===== config.mk =====
export PLATFORM = sky130hd
export DESIGN_NAME = v4vu_sqrt
export DESIGN_NICKNAME = d
export VERILOG_FILES = /design/src/design/v4vu_pkg.sv /design/src/design/v4vu_sqrt.sv
export SDC_FILE = /design/constraint.sdc
export NUM_CORES = 2
export LEC_CHECK = 0
export BUFFER_PORTS_ARGS = -buffer_cell sky130_fd_sc_hd__buf_2
export CAP_MARGIN = 30
export CORE_MARGIN = 2
export CORE_UTILIZATION = 45
export CTS_CLUSTER_SIZE = 16
export DETAILED_ROUTE_END_ITERATION = 10
export GPL_TIMING_DRIVEN = 0
export HOLD_SLACK_MARGIN = 0.12
export RECOVER_POWER = 50
export SETUP_SLACK_MARGIN = 0.4
export SYNTH_ARGS = -nofsm -noshare
export SYNTH_HDL_FRONTEND = slang
export SYNTH_MEMORY_MAX_BITS = 65536
export SYNTH_SLANG_ARGS = --single-unit

===== constraint.sdc =====
create_clock -name clk -period 11.1 [get_ports clk]
set_clock_uncertainty 0.2 [all_clocks]
set_input_delay 1.665 -clock clk [delete_from_list [all_inputs] [get_ports clk]]
set_output_delay 1.665 -clock clk [all_outputs]
set_load 0.05 [all_outputs]

===== src/design/v4vu_pkg.sv =====
// Shared types and constants for the four-component vector unit.
package v4vu_pkg;

    localparam int unsigned FRAC_BITS_DEF = 16;
    localparam int unsigned SQRT_STAGES   = 33;

    localparam logic [31:0] S32_MAX = 32'h7fff_ffff;
    localparam logic [31:0] S32_MIN = 32'h8000_0000;

    typedef enum logic [1:0] {
        MODE_LENGTH = 2'd0,
        MODE_NORM   = 2'd1,
        MODE_DOT    = 2'd2,
        MODE_CROSS  = 2'd3
    } mode_t;

    typedef struct packed {
        mode_t            mode;
        logic [3:0][31:0] a;
        logic [3:0][31:0] b;
    } in_word_t;

    typedef struct packed {
        mode_t            mode;
        logic [3:0][31:0] a;
        logic [31:0]      bw;
    } side_t;

    typedef struct packed {
        mode_t            mode;
        logic [3:0][31:0] a;
        logic [3:0][31:0] res;
        logic [31:0]      scalar;
        logic             sat;
        logic             zero;
    } tail_t;

    typedef struct packed {
        logic [31:0] value;
        logic        sat;
    } clip_t;

    function automatic clip_t clip32(input logic signed [65:0] v);
        clip_t c;
        if ((&v[65:31]) || !(|v[65:31]))
        begin
            c.value = v[31:0];
            c.sat   = 1'b0;
        end
        else
        begin
            c.value = v[65] ? S32_MIN : S32_MAX;
            c.sat   = 1'b1;
        end
        return c;
    endfunction

endpackage


===== src/design/v4vu_sqrt.sv =====
// Pipelined restoring integer square root, one root bit per stage.
module v4vu_sqrt (
    input  logic        clk,
    input  logic [64:0] rad,
    output logic [32:0] root
);
    import v4vu_pkg::*;

    logic [65:0] rad_reg  [SQRT_STAGES];
    logic [34:0] rem_reg  [SQRT_STAGES];
    logic [32:0] root_reg [SQRT_STAGES];

    for (genvar k = 0; k < SQRT_STAGES; k++)
    begin : g_stage
        logic [65:0] rad_cur;
        logic [34:0] rem_cur;
        logic [32:0] root_cur;
        logic [36:0] t;
        logic [36:0] trial;
        logic        ge;
        logic [65:0] rad_next;
        logic [34:0] rem_next;
        logic [32:0] root_next;

        if (k == 0)
        begin : g_first
            assign rad_cur  = {1'b0, rad};
            assign rem_cur  = '0;
            assign root_cur = '0;
        end
        else
        begin : g_rest
            assign rad_cur  = rad_reg[k-1];
            assign rem_cur  = rem_reg[k-1];
            assign root_cur = root_reg[k-1];
        end

        always_comb
        begin
            t         = {rem_cur, rad_cur[65:64]};
            trial     = {2'b00, root_cur, 2'b01};
            ge        = (t >= trial);
            rem_next  = ge ? 35'(t - trial) : t[34:0];
            root_next = {root_cur[31:0], ge};
            rad_next  = {rad_cur[63:0], 2'b00};
        end

        always_ff @(posedge clk)
        begin
            rad_reg[k]  <= rad_next;
            rem_reg[k]  <= rem_next;
            root_reg[k] <= root_next;
        end
    end

    assign root = root_reg[SQRT_STAGES-1];

endmodule


# After elaboration in Yosys (flattened, before gate mapping)
# Memory sizes are Yosys's and may differ from the RTL's.
# Index checks and enable logic that the tools add are counted.
# word_totals
register_bits,0
latchBits,0
ram_bits,4356
mem_bits_ro,0
output_inout_bits,33
memories,3
# mem_list
memory,depth,word_bits,rd,rd_clocked_by_memory_dff,wr,line,source
rad_reg,33,64,32,0,33,v4vu_sqrt.sv:9,logic [65:0] rad_reg [SQRT_STAGES];
rem_reg,33,35,32,0,33,v4vu_sqrt.sv:10,logic [34:0] rem_reg [SQRT_STAGES];
root_reg,33,33,33,0,33,v4vu_sqrt.sv:11,logic [32:0] root_reg [SQRT_STAGES];
# classes
addsub,33
mul,0
n_div,0
magnitude_cmp,33
eq_ne,0
shift,0
muxes,33
bitwise_logic,0
n_reduce_logical,0
# op_table
operator,n
>= comparator 37 x 35 -> 1 bit,32
2-to-1 mux 35 bit,33
subtractor 35 bit,32
"subtractor 1 x 1 -> 2 bit, second input constant",1
">= comparator 1 bit, second input constant",1

# Depth between registers and ports, before layout
# An unclocked memory read counts as a cell.
# depth
depth_word,3
ltp_mapped,16

# Least setup slack after synthesis
# OpenSTA, ideal clock, no wires.
# synth_path
kind,reg2reg
start,mem root_reg[26][5]
end,"mem rem_reg[27][33], in the netlist rem_reg[0][978]"
t_arrival_ns,3.262
required_ns,10.773
setup_slack_ns,7.511
stages_incl_launch_ff,14
n_path_buf,1
period_less_slack_ns,3.589
cell_sequence,dfxtp_1 -> inv_1 -> ha_1 -> a21o_1 -> a21oi_1 -> nor3b_1 -> o2111ai_1 -> and2_1 -> a311o_1 -> and3_1 -> nor2_1 -> clkbuf_1 -> nor3_1 -> xor2_1
# synth_rtl
item,line
from (decl),v4vu_sqrt.sv:11
to (decl),v4vu_sqrt.sv:10

==> reports/qor.csv <==
metric,value,unit
Worst setup SP type,flop,
initial antenna violation count,4,
PortBufs,98,
Reg2Reg Depth,14,
Setup crit end kind,flop,
DRT antenna net count,0,
placement row count,170,
first-pass GRT wire length,359800,um
asr flop ratio synth,0,%
clk slew on worst S/H paths,0.07,ns
syn_nets,10240,
Clock power frac,37.2,%
CTS tree,built,
Post-Synthesis Cells,9584,
combinational power share,14.7,%
final instance area,111100,um2
grt ovf,0,
IO Pins,99,
Crit Path Max Fanout,10,
detailed-route wire length per cell,17.41,um
Slew @ Worst Pin,1.081,ns
Post-route DRC,0,
Root Buffer,clkbuf_16,
dpl ws,5.982,ns
share of layout cells above drive strength 1,6.228,%
worst r2r src,root_reg[30][1],
synth unique cells,91,
post-synthesis sequential area ratio,55.19,%
die span in y,468.7,um
Hold Path Sink,rad_reg[0][732],
YS warnings,0,
Power Dens Cells,229.4,nW/um2
DR vias/cell,5.093,
final std cells w/o fill,13060,
Critical Path AT,5.69,ns
drt first pass iters,6,
switching power,6993,uW
setup repair after global routing missed its margin,no,
Worst Hold Depth,0,
die width,468.7,um
leakage,0.05143,uW
worst min path class,flop to flop,
Layout Nets,10670,
max-cap viol count,0,
CTS buffer count,289,
Int Power,18480,uW
total wire length,227300,um
"most common cell after layout, fill and taps aside",dfxtp_1,
#FFs+latches synth,2679,
number of global-route vias before repair,67230,
R2R Setup Slk,6.01,ns
hold path start,rad_reg[0][666],
most used routing layer in global routing,met2,
"Clk Latency, worst-skew pair",0.92,ns
routability congestion estimate from global placement,0.9503,
status,finished clean,
layout overhead on the synthesized area,14.29,%
sum of negative setup slack,0,ns
fmax,0.1963,GHz
Pins Over Slew Limit,0,
worst setup margin,6.005,ns
placed cell area,101300,um2
die area,219700,um2
detailed placer's ending HPWL,176600,um
CP cell instances,inv_1 -> ha_1 -> o21ai_0 -> a22oi_1 -> a21oi_1 -> nand3_1 -> a2111oi_0 -> nor2_1 -> a221o_1 -> nor2_1 -> inv_2 -> clkbuf_1 -> buf_1 -> a21oi_1,
CP peak stage delay,0.57,ns
grt met2 use,37.12,%
Setup-failing EPs final,0,
Reg power frac,48.1,%
1st-iter DRT viols,3592,
cell area after synthesis,97180,um2
Mean Syn Cell Area,10.14,um2
GR Util met1,23.46,%
largest net degree at the start of global routing,17,
H-tree depth,5,
Slew HR,26.09,%
Switching Fraction,27.45,%
Critical R2R Capture,rem_reg[0][1109],
Largest register FFs,1062,
M3 GR Usage,2.698,%
worst vdd ir,174.4,uV
clock sinks,2679,
number of post-CTS setup repair buffers,0,
Placed Cells,12530,
Tcrit/Tclk final,45.90,%
CP Class,flop to flop,
DR vias,66520,
core area,214600,um2
number of flops mapped to enable cells by yosys,0,
"Slowest-stage cell, CP",a2111oi_0,
Worst Path Required,11.70,ns
min Tclk post-route,5.095,ns
starting density of the core,45.28,%
most frequent cells in the layout,"2,679 x dfxtp_1, 728 x inv_1, 725 x nand2_1",
ys flop type,dfxtp_1,
count of final hold-check violations,0,
clk buf depth,4,
total global-route track usage,20.51,%
worst max-delay path by stage:
stage	cells after the start	end	startpoint
final	14	rem_reg[0][1109]	root_reg[30][1]
after detailed placement	14	rem_reg[0][1114]	root_reg[30][0]
after global placement	14	rem_reg[0][1079]	root_reg[29][1]
after global routing	14	rem_reg[0][1114]	root_reg[30][4]
after floorplan	13	rem_reg[0][978]	root_reg[26][5]
after CTS	14	rem_reg[0][1114]	root_reg[30][0]
per-stage QoR:
step / util, % / total power (uW) / hold slack, ns
floorplan: - / 14860 / 0.1096
global placement: 47.16 / 16130 / 0.1095
detailed placement: 47.19 / 16180 / 0.1121
CTS: 51.74 / 25760 / 0.1213
global route: 51.75 / 26750 / 0.1223
finish: 51.75 / 25470 / 0.1089
metal layers:
metal | wire length [um] | vias to the layer above
met1 | 94520 | 30870
li1 | - | 33670
met5 | 0 | -
met3 | 7564 | 589
met2 | 113100 | 1387
met4 | 12130 | 0
area by class of cell:
class	instances	area [um2]
fill	19130	103600
sequential	2679	53630
multi-input combinational	5981	40070
clock buffer	387	8178
tap	2838	3551
inverter	751	2819
clock inverter	105	1292
timing repair buffer	136	835.8
buffer	173	661.9
antenna	10	25.02
cell usage after synthesis, types with 30 or more instances:
master | n | share of area, %
a211oi_1 | 54 | 0.42
a21o_1 | 242 | 1.9
a21oi_1 | 551 | 2.8
a31oi_1 | 47 | 0.30
and2_1 | 33 | 0.21
and3_1 | 71 | 0.46
clkbuf_1 | 164 | 0.63
dfxtp_1 | 2679 | 55
ha_1 | 594 | 7.6
inv_1 | 728 | 2.8
mux2_1 | 36 | 0.42
nand2_1 | 725 | 2.8
nand2b_1 | 119 | 0.77
nand3_1 | 153 | 0.79
nand4_1 | 102 | 0.66
nor2_1 | 537 | 2.1
nor2b_1 | 79 | 0.51
nor3_1 | 266 | 1.4
nor4_1 | 135 | 0.87
o21a_1 | 92 | 0.71
o21ai_0 | 237 | 1.2
o21ai_1 | 322 | 1.7
o21bai_1 | 57 | 0.44
o31ai_1 | 82 | 0.63
or2_2 | 30 | 0.19
or3_1 | 95 | 0.61
or4_1 | 64 | 0.49
xnor2_1 | 419 | 3.8
xor2_1 | 467 | 4.2
power by group through the flow:
stage | Clock (uW) | Sequential (uW) | Combinational, uW
after CTS | 9740 | 12300 | 3750
after global placement | 0 | 12500 | 3680
final | 9460 | 12300 | 3750
after global routing | 10100 | 12400 | 4190
after floorplan | 0 | 12000 | 2830
after detailed placement | 0 | 12500 | 3710
critical path, delay by kind of cell (launching register included):
| family | cells | cell delay (ns) |
|---|---|---|
| AOI/OAI and AO/OA | 6 | 1.95 |
| adders and majority gates | 1 | 0.35 |
| buffers and inverters | 4 | 1.16 |
| DFF | 1 | 0.37 |
| and+or+nand+nor | 3 | 0.92 |
cells by family after synthesis:
kind of cell	synth area share [%]
flip-flops	55.19
adder cells (fa/ha/maj)	7.648
other	0.003859
buffers and inverters	3.582
AO/OA/AOI/OAI	12.14
multiplexers	0.6412
AND/OR/NAND/NOR	12.81
XOR/XNOR	7.985
repair_timing:
action / CTS / global route
resized for setup: 0 / 0
hold endpoints to repair: 30 / 0
setup endpoints to repair: 0 / 0
hold buffers: 30 / 0
No activity file was read; power rests on OpenSTA's default activity.
