## src/design/v4vu_pkg.sv

```systemverilog
// Shared types and constants for the four-component vector unit.
package v4vu_pkg;

    localparam int unsigned FRAC_BITS_DEF = 16;
    localparam int unsigned SQRT_STAGES   = 33;

    localparam logic [31:0] S32_MAX = 32'h7fff_ffff;
    localparam logic [31:0] S32_MIN = 32'h8000_0000;

    typedef enum logic [1:0] {
        MODE_LENGTH = 2'd0,
        MODE_NORM   = 2'd1,
        MODE_DOT    = 2'd2,
        MODE_CROSS  = 2'd3
    } mode_t;

    typedef struct packed {
        mode_t            mode;
        logic [3:0][31:0] a;
        logic [3:0][31:0] b;
    } in_word_t;

    typedef struct packed {
        mode_t            mode;
        logic [3:0][31:0] a;
        logic [31:0]      bw;
    } side_t;

    typedef struct packed {
        mode_t            mode;
        logic [3:0][31:0] a;
        logic [3:0][31:0] res;
        logic [31:0]      scalar;
        logic             sat;
        logic             zero;
    } tail_t;

    typedef struct packed {
        logic [31:0] value;
        logic        sat;
    } clip_t;

    function automatic clip_t clip32(input logic signed [65:0] v);
        clip_t c;
        if ((&v[65:31]) || !(|v[65:31]))
        begin
            c.value = v[31:0];
            c.sat   = 1'b0;
        end
        else
        begin
            c.value = v[65] ? S32_MIN : S32_MAX;
            c.sat   = 1'b1;
        end
        return c;
    endfunction

endpackage

```

## src/design/v4vu_div.sv

```systemverilog
// Pipelined restoring divider for one normalize lane, one quotient bit per stage.
module v4vu_div #(
    parameter int unsigned FRAC_BITS = v4vu_pkg::FRAC_BITS_DEF
) (
    input  logic               clk,
    input  logic [31:0]        m,
    input  logic [32:0]        d,
    output logic [FRAC_BITS:0] q
);
    localparam int unsigned DS = FRAC_BITS + 1;

    logic [32:0]        r_reg    [DS];
    logic [32:0]        d_reg    [DS];
    logic [FRAC_BITS:0] bits_reg [DS];
    logic [FRAC_BITS:0] q_reg    [DS];

    for (genvar k = 0; k < DS; k++)
    begin : g_stage
        logic [32:0]        r_cur;
        logic [32:0]        d_cur;
        logic [FRAC_BITS:0] bits_cur;
        logic [FRAC_BITS:0] q_cur;
        logic [33:0]        t;
        logic               ge;
        logic [32:0]        r_next;
        logic [FRAC_BITS:0] bits_next;
        logic [FRAC_BITS:0] q_next;

        if (k == 0)
        begin : g_first
            assign r_cur    = {2'b00, m[31:1]};
            assign d_cur    = d;
            assign bits_cur = {m[0], {FRAC_BITS{1'b0}}};
            assign q_cur    = '0;
        end
        else
        begin : g_rest
            assign r_cur    = r_reg[k-1];
            assign d_cur    = d_reg[k-1];
            assign bits_cur = bits_reg[k-1];
            assign q_cur    = q_reg[k-1];
        end

        always_comb
        begin
            t         = {r_cur, bits_cur[FRAC_BITS]};
            ge        = (t >= {1'b0, d_cur});
            r_next    = ge ? 33'(t - {1'b0, d_cur}) : t[32:0];
            bits_next = {bits_cur[FRAC_BITS-1:0], 1'b0};
            q_next    = {q_cur[FRAC_BITS-1:0], ge};
        end

        always_ff @(posedge clk)
        begin
            r_reg[k]    <= r_next;
            d_reg[k]    <= d_cur;
            bits_reg[k] <= bits_next;
            q_reg[k]    <= q_next;
        end
    end

    assign q = q_reg[DS-1];

endmodule

```

## config.mk

```make
export PLATFORM = sky130hd
export DESIGN_NAME = v4vu_div
export DESIGN_NICKNAME = d
export VERILOG_FILES = /design/src/design/v4vu_pkg.sv /design/src/design/v4vu_div.sv
export SDC_FILE = /design/constraint.sdc
export NUM_CORES = 2
export LEC_CHECK = 0
export BUFFER_PORTS_ARGS = -buffer_cell sky130_fd_sc_hd__clkbuf_2
export CORE_MARGIN = 3
export CORE_UTILIZATION = 60
export DETAILED_ROUTE_END_ITERATION = 7
export HOLD_SLACK_MARGIN = 0.08
export PLACE_DENSITY = 0.85
export SLEW_MARGIN = 25
export SYNTH_ARGS = -nofsm -noshare
export SYNTH_HDL_FRONTEND = slang
export SYNTH_SLANG_ARGS = --single-unit
```

## constraint.sdc

```tcl
create_clock -name clk -period 4.4 [get_ports clk]
set_input_delay 0.88 -clock clk [delete_from_list [all_inputs] [get_ports clk]]
set_output_delay 0.88 -clock clk [all_outputs]
set_load 0.03 [all_outputs]
```

* Word level (Yosys, flattened, before mapping)
Memory sizes are Yosys's and may differ from the RTL's.
Cells that the tools add are included.
** Word-level totals
- Word-level logic and storage cells :: 55
- Memories :: 4
- Bits in writable memories :: 1683
- Register bits after elaboration :: 0
** Cells by class
- $add $sub $neg :: 17
- Mux-type cells :: 17
- Order comparisons :: 17
** Memories
- d_reg :: depth 17, width 33, rd ports 16, clocked after Yosys merged registers in 0, write ports 17, line v4vu_div.sv:13 : logic [32:0] d_reg [DS];
- r_reg :: depth 17, width 33, rd ports 16, clocked after Yosys merged registers in 0, write ports 17, line v4vu_div.sv:12 : logic [32:0] r_reg [DS];
- q_reg :: depth 17, width 17, rd ports 17, clocked after Yosys merged registers in 0, write ports 17, line v4vu_div.sv:15 : logic [FRAC_BITS:0] q_reg [DS];
- bits_reg :: depth 17, width 16, rd ports 16, clocked after Yosys merged registers in 0, write ports 17, line v4vu_div.sv:14 : logic [FRAC_BITS:0] bits_reg [DS];
** Operators with widths (number)
- $mux 33 :: 17
- $ge 34x33->1 :: 16
- $sub 33x33->33 :: 16
- $ge 32x33->1 :: 1
- $sub 32x33->33 :: 1

* Longest topological paths before layout
An unclocked memory read counts as a cell.
- Depth after elaboration :: 3
- Depth in mapped cells :: 15
- Depth with buffers taken out :: 13

* Worst setup path after synthesis
OpenSTA, ideal clock, no wires.
- Kind :: input-to-reg
- From :: in d[1]
- To :: mem r_reg[0][26]
- Slack :: 0.856 ns
- Data arrival time :: 3.414 ns
- Data required time :: 4.270 ns
- Stages :: 13
- Cells stage by stage :: inv_1 ha_1 nor2b_1 o31a_1 o41a_1 and2_1 a21o_1 o2111a_1 o21bai_1 a31o_2 clkbuf_1 clkbuf_1 o21ai_0
** RTL lines
- start, declared :: line v4vu_div.sv:7 : input logic [32:0] d,
- end, declared :: line v4vu_div.sv:12

==> run_results.csv <==
group,metric,value,unit
worst_setup_path,cp_data_arrival_time,4.45,ns
timing,worst_slew_margin_rel,0.3466,
timing,final.setup_skew,0.02593,ns
yosys,post-synth-top-area-fraction,0.4085,
cts,clk-insertion-delay-late,0.71,ns
timing,fin_crit_sh,0.8808,
power_and_ir_drop,power.total,54970,µW
timing,finalSetupViolations,0,
drt,firstDrtPassIters,8,
place,post_dp_cell_area,61110,µm²
worst_setup_path,family_of_cells_with_the_greatest_summed_delay_on_the_critical_path,"compound AO/OA/AOI/OAI gates",
worst_setup_path,ff2ff_path_depth,11,
global_routing,grt_start_max_net_pins,67,
outcome,violations_in_the_final_reports,"DRC",
floorplan,die-area,102500,µm²
place,gp_congestion,1.012,
yosys,ys_seq_elements,1209,
floorplan,chipWidth,320.2,µm
global_routing,number_of_global_route_vias_before_repair,47520,
worst_setup_path,timing.critical_path.required,4.97,ns
cells_and_area,final_area,65300,µm²
cts,postCtsResizedCells,0,
power_and_ir_drop,peakVddDrop,0.0003967,V
drt,antenna_violating_nets_post_route,0,
yosys,synth-main-ff-cell,"dfxtp_1",
cts,numCtsBuffers,120,
worst_setup_path,endpoint_kind,"flop",
place,port-buffer-count,82,
yosys,ys_seq_area_frac,0.4085,
cells_and_area,fill_cells,7545,
yosys,synth.cells.most_frequent,"dfxtp_1, inv_1, a21oi_1",
min_path,worstHoldStart,"d[18]",
global_routing,globalRouteTotalUtil,0.2553,
cts,cts_hold_buf,0,
yosys,top_cells_by_area_in_the_synthesized_netlist,"dfxtp_1, ha_1, a21oi_1",
drt,avgViaCountPerCell,5.761,
worst_setup_path,delay_of_the_slowest_critical_path_stage,0.59,ns
floorplan,die_height,320.2,µm
cells_and_area,fin_util,0.6713,
yosys,post_synth_instance_area,59240,µm²
drt,dr.first_iter.drc_count,2590,
cts,clk_transition_reported_paths,0.06,ns
yosys,yosys.cell_count.top_type,"dfxtp_1",
worst_setup_path,reg2reg_to,"r_reg[0][470]",
global_routing,grt_pass1_wl,219.0,mm
cells_and_area,syn2layout_area_growth,10.23,%
place,dp_hpwl,102.6,mm
timing,final.setup.worst_slack,0.5243,ns
timing,sum_of_negative_setup_slack,0,ns
yosys,synth_edf_count,0,
cells_and_area,drive_gt1_frac,0.07368,
worst_setup_path,cp_cell_sequence,"inv_1 > ha_1 > nor2b_4 > o31ai_4 > a211oi_1 > o31a_1 > or4_1 > a211oi_2 > o21ai_1 > a211o_4 > mux2_4",
worst_setup_path,path_max_fanout,55,
yosys,mappedNetlistNets,7336,
yosys,synth-warning-count,0,
worst_setup_path,worstSetupPathType,"reg -> reg",
min_path,min_to,"d_reg[0][18]",
global_routing,total_grt_overflow,0,
yosys,synth.largest_area_cell,"dfxtp_1",
cts,cts_setup_buffers,0,
worst_setup_path,crit_slowest_cell,"a211o_4",
drt,remaining_drc_errors,1,
yosys,mean_syn_cell_area,8.849,µm²
yosys,post_synth_num_cell_types,81,
cts,clkSinkCount,1209,
global_routing,grt_antenna_before_repair,0,
drt,routedWlPerCell,16.42,µm
cells_and_area,num-nets-final,7409,
floorplan,initial_core_util,0.6090,
min_path,holdCritPathClass,"in -> reg",
outcome,status,"finished, violations left",
timing,final.min_clock_period,3.876,ns
floorplan,ios,83,
power_and_ir_drop,p_leak,0.03106,µW
place,place_ws,0.3038,ns
worst_setup_path,r2r_setup_slack,0.52,ns
min_path,hold-path-cell-count,1,
timing,maxSlewViolCount,0,
cts,clk_root_buffer_cell,"clkbuf_16",
cts,clock_tree_from_tritoncts,"built",
worst_setup_path,crit_path_start_kind,"flop",
timing,clock.fmax,258.0,MHz
worst_setup_path,r2r-start,"d_reg[0][431]",
cts,cts_htree_levels,3,
timing,grt_setup_unrepaired,"false",
yosys,synthCells,6695,
timing,hold_viol_final,0,
drt,aggregate_routed_wire_length,133.8,mm
floorplan,coreArea,97280,µm²
cts,clock_path_buffers,3,
floorplan,placement_rows,114,
flow_run,max_cap_viol_count,0,
yosys,asyncSetResetFlopFracSynth,0,
timing,tightest_slew,0.9699,ns
cells_and_area,n_antenna_cell,0,
drt,vias,46910,
power_and_ir_drop,pwr_density_cell,841.8,nW/µm²
worst_setup_path,crit_buf_inv,1,
-- stage by stage --
step / hold slack [ns] / cells
after floorplan: 0.3096 / 6695
final: 0.2717 / 8144
after CTS: 0.2325 / 8143
after global routing: 0.2482 / 8144
after detailed placement: 0.3121 / 7921
after global placement: 0.3109 / 7921
-- layer usage --
metal,GRT usage,vias up,share of wire
li1,-,23360,-
met1,0.2385,21510,0.36
met2,0.5067,1460,0.53
met3,0.03187,582,0.037
met4,0.1821,0,0.075
met5,0,-,0
-- final cells by class --
cell class / count / area (µm²) / share of cell area
Multi-Input combinational cell: 4622 / 31850 / 0.4877
Sequential cell: 1209 / 24200 / 0.3706
Clock buffer: 177 / 3538 / 0.05418
Tap cell: 1276 / 1597 / 0.02445
Inverter: 675 / 2534 / 0.03880
Clock inverter: 45 / 635.6 / 0.009733
Timing Repair Buffer: 140 / 949.7 / 0.01454
-- cell usage in the layout, fill, tap and decap left out, types with 18 or more instances in the layout --
master        n
a211oi_1     35
a21boi_0     20
a21o_1      294
a21oi_1     659
a221oi_1     19
a31oi_1      62
and2_1       30
and3_1       57
buf_4        49
clkbuf_1     26
clkbuf_16   121
clkbuf_2     82
clkbuf_8     30
clkinv_2     22
dfxtp_1    1209
ha_1        559
inv_1       674
mux2_2      104
nand2_1     515
nand2b_1     75
nand3_1     109
nand4_1      92
nor2_1      408
nor2b_1      70
nor3_1       70
nor4_1       23
o211ai_1     23
o21a_1       57
o21ai_0     474
o21ai_1      18
o21bai_1     64
o31a_1       20
o31ai_1      49
or2_2        18
or3_1        21
xnor2_1     243
xor2_1      210
-- how the worst max path moves through the flow --
stage | startpoint | cells past startpoint | slack [ns] | to
CTS | d_reg[0][35] | 13 | 0.26 | r_reg[0][69]
detailed placement | d_reg[0][35] | 13 | 0.30 | r_reg[0][69]
global placement | d_reg[0][35] | 13 | 0.38 | r_reg[0][70]
finish | d_reg[0][431] | 11 | 0.52 | r_reg[0][470]
floorplan | d[1] | 13 | 0.86 | r_reg[0][26]
global route | r_reg[0][462] | 15 | 0.27 | r_reg[0][510]
-- kinds of logic (layout without fill, tap and decap cells) --
group / count (synthesis) / after routing / share of synthesized area
buffers and inverters: 864 / 1037 / 0.05574
adder cells (fa/ha/maj): 575 / 575 / 0.1235
AO/OA/AOI/OAI: 1936 / 1936 / 0.2006
flip-flops: 1209 / 1209 / 0.4085
AND/OR/NAND/NOR: 1536 / 1536 / 0.1210
multiplexers: 122 / 122 / 0.02365
XOR/XNOR: 453 / 453 / 0.06697
-- report_power, final --
part | switching, µW | leakage, µW | internal (µW)
clock | 4150 | 0.00206 | 6360
combinational | 16000 | 0.0188 | 12100
sequential | 1760 | 0.0102 | 14600
No activity file was read; power rests on OpenSTA's default activity.
